## config.mk

```make
export PLATFORM = sky130hd
export DESIGN_NAME = btp_kernel
export DESIGN_NICKNAME = d
export VERILOG_FILES = /design/src/hdl/btp_pkg.sv /design/src/hdl/btp_kernel.sv
export SDC_FILE = /design/constraint.sdc
export NUM_CORES = 1
export LEC_CHECK = 0
export BUFFER_PORTS_ARGS = -buffer_cell sky130_fd_sc_hd__clkbuf_2
export CAP_MARGIN = 15
export CELL_PAD_IN_SITES_DETAIL_PLACEMENT = 0
export CELL_PAD_IN_SITES_GLOBAL_PLACEMENT = 1
export CORE_ASPECT_RATIO = 1.75
export CORE_MARGIN = 2
export CORE_UTILIZATION = 23
export DETAILED_ROUTE_END_ITERATION = 6
export PLACE_DENSITY = 0.94
export SLEW_MARGIN = 10
export SYNTH_ARGS = -nofsm -noshare
export SYNTH_HDL_FRONTEND = slang
export SYNTH_SLANG_ARGS = --single-unit
```

## constraint.sdc

```tcl
create_clock -name vclk -period 12.5
set_clock_uncertainty 0.1 [all_clocks]
set_input_delay 1.25 -clock vclk [all_inputs]
set_output_delay 1.25 -clock vclk [all_outputs]
set_load 0.005 [all_outputs]
```

## src/hdl/btp_pkg.sv

```systemverilog
// Shared types and constants for the binary thinning pass core.
// No dependencies; imported by btp_kernel and binary_thinning_pass_core.
package btp_pkg;

    localparam int MAX_WIDTH  = 1024;
    localparam int MAX_HEIGHT = 4096;
    localparam int COL_W      = $clog2(MAX_WIDTH);
    localparam int ROW_W      = 13;             // holds height + 1
    localparam int WCFG_W     = 11;
    localparam int HCFG_W     = 13;
    localparam int CNT_W      = 24;

    localparam logic [WCFG_W-1:0] WIDTH_MIN   = WCFG_W'(3);
    localparam logic [WCFG_W-1:0] WIDTH_MAX   = WCFG_W'(MAX_WIDTH);
    localparam logic [WCFG_W-1:0] WIDTH_RST   = WCFG_W'(50);
    localparam logic [HCFG_W-1:0] HEIGHT_MIN  = HCFG_W'(3);
    localparam logic [HCFG_W-1:0] HEIGHT_MAX  = HCFG_W'(MAX_HEIGHT);
    localparam logic [HCFG_W-1:0] HEIGHT_RST  = HCFG_W'(42);
    localparam logic [CNT_W-1:0]  COUNT_MAX   = {CNT_W{1'b1}};
    localparam logic [7:0]        PIX_FULL    = 8'd255;

    // configuration register indexes
    localparam logic REG_WIDTH  = 1'b0;
    localparam logic REG_HEIGHT = 1'b1;

    // command carried in tuser
    localparam logic CMD_PIXEL = 1'b0;
    localparam logic CMD_FLUSH = 1'b1;

    typedef logic [7:0] pix_t;
    // 3x3 window, [row][col], row 0 = north, col 0 = west
    typedef logic [2:0][2:0][7:0] win_t;

    // item held between acceptance and the window update
    typedef struct packed {
        pix_t             pix;
        logic [COL_W-1:0] col;
        logic             emit;      // produces a result transaction
        logic             last;
        logic             interior;
    } stage_t;

endpackage

```

## src/hdl/btp_kernel.sv

```systemverilog
// Zhang-Suen deletion test on a 3x3 window, both subiterations ORed.
// Depends on btp_pkg.
module btp_kernel (
    input  btp_pkg::win_t win,
    output logic          deletable
);
    import btp_pkg::*;

    logic       n, ne, e, se, s, sw, w, nw;
    logic [7:0] ring;
    logic [3:0] trans;
    logic [3:0] fg;
    logic       first_ok, second_ok;

    always_comb begin
        n  = win[0][1] != '0;
        ne = win[0][2] != '0;
        e  = win[1][2] != '0;
        se = win[2][2] != '0;
        s  = win[2][1] != '0;
        sw = win[2][0] != '0;
        w  = win[1][0] != '0;
        nw = win[0][0] != '0;
        // clockwise from north
        ring  = {nw, w, sw, s, se, e, ne, n};
        trans = '0;
        fg    = '0;
        for (int k = 0; k < 8; k++) begin
            trans = trans + 4'(!ring[k] && ring[(k + 1) % 8]);
            fg    = fg + 4'(ring[k]);
        end
        first_ok  = !(n && e && s) && !(e && s && w);
        second_ok = !(n && e && w) && !(n && s && w);
        deletable = (trans == 4'd1) && (fg >= 4'd2) && (fg <= 4'd6)
                    && (first_ok || second_ok);
    end

endmodule

```

After elaboration in Yosys (flattened, before gate mapping)
Index checks and enable logic that the tools add are counted.
{ "totals": {"ff_bits": 0, "input_bits": 72, "word_cells": 58} }
{ "classes": {"n_addsub": 14, "order_cmp": 2, "n_eq_ne": 1, "reduce_logical": 41} }
{ "ops": {"columns": ["operator", "n"], "rows": [
  ["nonzero test 8 bit", 8],
  ["adder 4 x 1 -> 4 bit", 8],
  ["logical AND 1 bit", 20],
  ["logical NOT 1 bit", 12],
  ["adder 3 x 1 -> 4 bit", 2],
  ["adder 2 x 1 -> 3 bit", 2],
  ["adder 1 x 1 -> 2 bit", 2],
  ["equality test 4 x 1 -> 1 bit, second input constant", 1],
  ["greater-or-equal comparator 4 x 2 -> 1 bit, second input constant", 1],
  ["<= comparator 4 x 3 -> 1 bit, second input constant", 1],
  ["logical OR 1 bit", 1]
]} }

Longest topological paths before layout
{ "depth": {"depth_word": 14, "mapped_depth": 15} }

Worst setup path before layout
Ideal clock, no wire load.
{ "synth_path": {"path_kind": "input port to output port", "startpoint": "in win[15] (netlist name)", "endpoint": "out deletable", "t_arrival_ns": 4.753, "path_slack_ns": 6.397, "stages": 14, "n_path_buf": 0, "path_cell_list": "or4_4 nor2_4 ha_1 inv_1 fa_1 inv_1 fa_1 fa_1 ha_1 inv_1 fa_1 nor2_1 a31oi_1 a311oi_2"} }
{ "synth_via": {"elab_chain_cells": 14, "word_cells_on_any_way": 35, "classes_between": "add/sub (14); order compare (2); eq/ne (1); reduce/logical (18)"} }
{ "synth_rtl": {"columns": ["element", "line", "source"], "rows": [
  ["start, declared", "btp_kernel.sv:4", "input btp_pkg::win_t win,"],
  ["nonzero test 8 bit *", "btp_kernel.sv:16", "n = win[0][1] != '0;"],
  ["branches (longest 12 deep; another with adder 3 x 1 -> 4 bit)", null, null],
  ["logical AND 1 bit *", "btp_kernel.sv:35", "&& (first_ok || second_ok);"],
  ["end, declared", "btp_kernel.sv:5", "output logic deletable"]
]} }
Mark *: on every way between the ends.

Worst setup path in the final report
Same ends and word-level chain as after synthesis.

==> run_results.csv <==
group,metric,value,unit
sta,setup_violations,0,
power,power,0.0121,mW
finish,n_sequential_cell,0,
critical_path,cp.depth,16,
detailed_routing,wirelength,1710,µm
critical_path,cpLargestDelayFamily,"adder cells",
critical_path,path_cells,"clkbuf_2 -> or4_4 -> nor2_4 -> ha_1 -> inv_1 -> fa_1 -> inv_1 -> fa_1 -> fa_1 -> ha_1 -> inv_1 -> fa_1 -> nor2_1 -> a31oi_1 -> a311oi_2 -> clkbuf_2",
logic_synthesis,syn_avg_cell_area,8.23,µm²
critical_path,required,11.15,ns
floorplanning,fp-row-count,24,
logic_synthesis,syn_area,584,µm²
sta,tightest_slew,0.263,ns
grt,grt_pass1_vias,808,
placement,gp_congestion,0.710,
grt,globalRouteOverflowTotal,0,
detailed_routing,wire_per_inst,10.6,µm
critical_path,path_buf_inv,5,
placement,place_hpwl,1700,µm
grt,antenna_found_initial,0,
clock_tree,cts_setup_buffers,0,
detailed_routing,final_antenna_net_count,0,
detailed_routing,vias_per_cell,4.69,
sta,hold_viol,0,
sta,slew_viol_final,0,
sta,rsz0062_at_grt,"false",
finish,syn_to_final_growth,61.2,%
power,power_density,12.9,nW/µm²
finish,layout_common_cells,"clkbuf_2, inv_1, fa_1",
sta,fmax,0.155,GHz
power,p_leak,0.503,nW
hold_path,min_to,"deletable",
sta,finalSetupTns,0,ns
hold_path,hold_depth,5,
floorplanning,dieArea,2980,µm²
clock_tree,hold_buffers,0,
flow_run,drv_cap,0,
critical_path,cp-end-kind,"output port",
detailed_routing,drtIter0Drc,6,
power,max-vdd-ir-drop,0.00493,mV
clock_tree,ctsResizeCount,0,
floorplanning,dieHeight,70.7,µm
sta,layout_min_cycle_time,6.47,ns
critical_path,cpPeakStageDelay,0.57,ns
critical_path,cp-start-kind,"input pin",
placement,port_buffers,65,
floorplanning,initial_core_util,23.7,%
critical_path,worstSetupPathType,"in2out",
hold_path,holdCritStartpoint,"win[45]",
sta,fin_crit_sh,51.8,%
logic_synthesis,ys_types,19,
floorplanning,ios,73,
finish,regArea,0,µm²
finish,final_common_cell,"clkbuf_2",
finish,fin_nets,225,
finish,n_clock_buffer,0,
detailed_routing,drc_errors,0,
sta,maxSlewHeadroom,82.4,%
grt,grt_pass1_wl,2880,µm
critical_path,cp_slowest_cell,"fa_1",
finish,n_antenna_cell,0,
hold_path,min_path_type,"in2out",
finish,fillerInstances,274,
detailed_routing,first_pass_iters,3,
critical_path,worst-endpoint-arrival,5.12,ns
grt,grtUsageTotal,11.6,%
finish,layout-drive-gt1-share,54.4,%
logic_synthesis,yosysWarnings,0,
floorplanning,die_w,42.1,µm
grt,grt_max_degree,5,
logic_synthesis,synth_cells,71,
logic_synthesis,syn_nets,158,
status,status,"complete, no violations",
logic_synthesis,ys_seq_area_share,0,%
floorplanning,core,2460,µm²
detailed_routing,vias,759,
critical_path,worst_path_most_repeated_cell,"fa_1",
sta,holdWs,2.89,ns
critical_path,cp_max_fo,4,
-- cells in the mapped netlist (all sizes together) --
cell     instances  area, µm²
inv             14       52.6
nor2            10       55.1
or4             10       90.1
fa               8        160
ha               7       87.6
nand2            6       22.5
nor4             6       37.5
nor2b            2       12.5
a21oi            1       5.00
a311oi           1       15.0
a31oi            1       6.26
and2             1       7.51
mux2i            1       10.0
nor3             1       5.00
o2111ai          1       8.76
xnor2            1       8.76
-- power by group --
group          internal (mW)  switching [mW]  leakage (nW)
Clock                      0               0             0
Combinational        0.00847         0.00366         0.503
Sequential                 0               0             0
-- worst min-delay path: cells and delay by family --
kind                   cells  cell delay (ns)
AO/OA/AOI/OAI              1             0.12
buffers and inverters      2             0.17
AND/OR/NAND/NOR            2             0.19
-- layout make-up --
class                      count  area, µm²  area share [%]
multi-input combinational     57        532            56.4
timing repair buffer          65        325            34.5
tap                           26       32.5            3.45
inverter                      14       52.6            5.58
-- how the worst max path moves through the flow --
| stage | start | end |
|---|---|---|
| final | win[15] | deletable |
| after global routing | win[19] | deletable |
| after CTS | win[15] | deletable |
| after detailed placement | win[15] | deletable |
| after global placement | win[15] | deletable |
| after floorplan | win[15] | deletable |
-- kinds of logic after synthesis --
group,share of synthesized area (%)
multiplexers,1.71
AO/OA/AOI/OAI,6.00
adder cells (fa/ha/maj),42.4
buffers and inverters,8.99
AND/OR/NAND/NOR,39.4
XOR/XNOR,1.50
-- per-layer routing --
metal  vias to the layer above  part of all wire, %  GRT usage (%)
met4                         0                    0          0.694
li1                        379                    -              -
met2                        29                   66           27.6
met1                       351                   28           9.59
met3                         0                  5.6          0.765
met5                         -                    0              0
-- metrics by stage --
stage	utilization (%)	cell area [µm²]	setup WS (ns)	std cells
after floorplan	-	584	6.40	71
after global placement	38.3	942	6.08	162
after detailed placement	38.3	942	5.99	162
after CTS	38.3	942	5.99	162
after global routing	38.3	942	5.78	162
final	38.3	942	6.03	162
No activity file was read; power rests on OpenSTA's default activity.
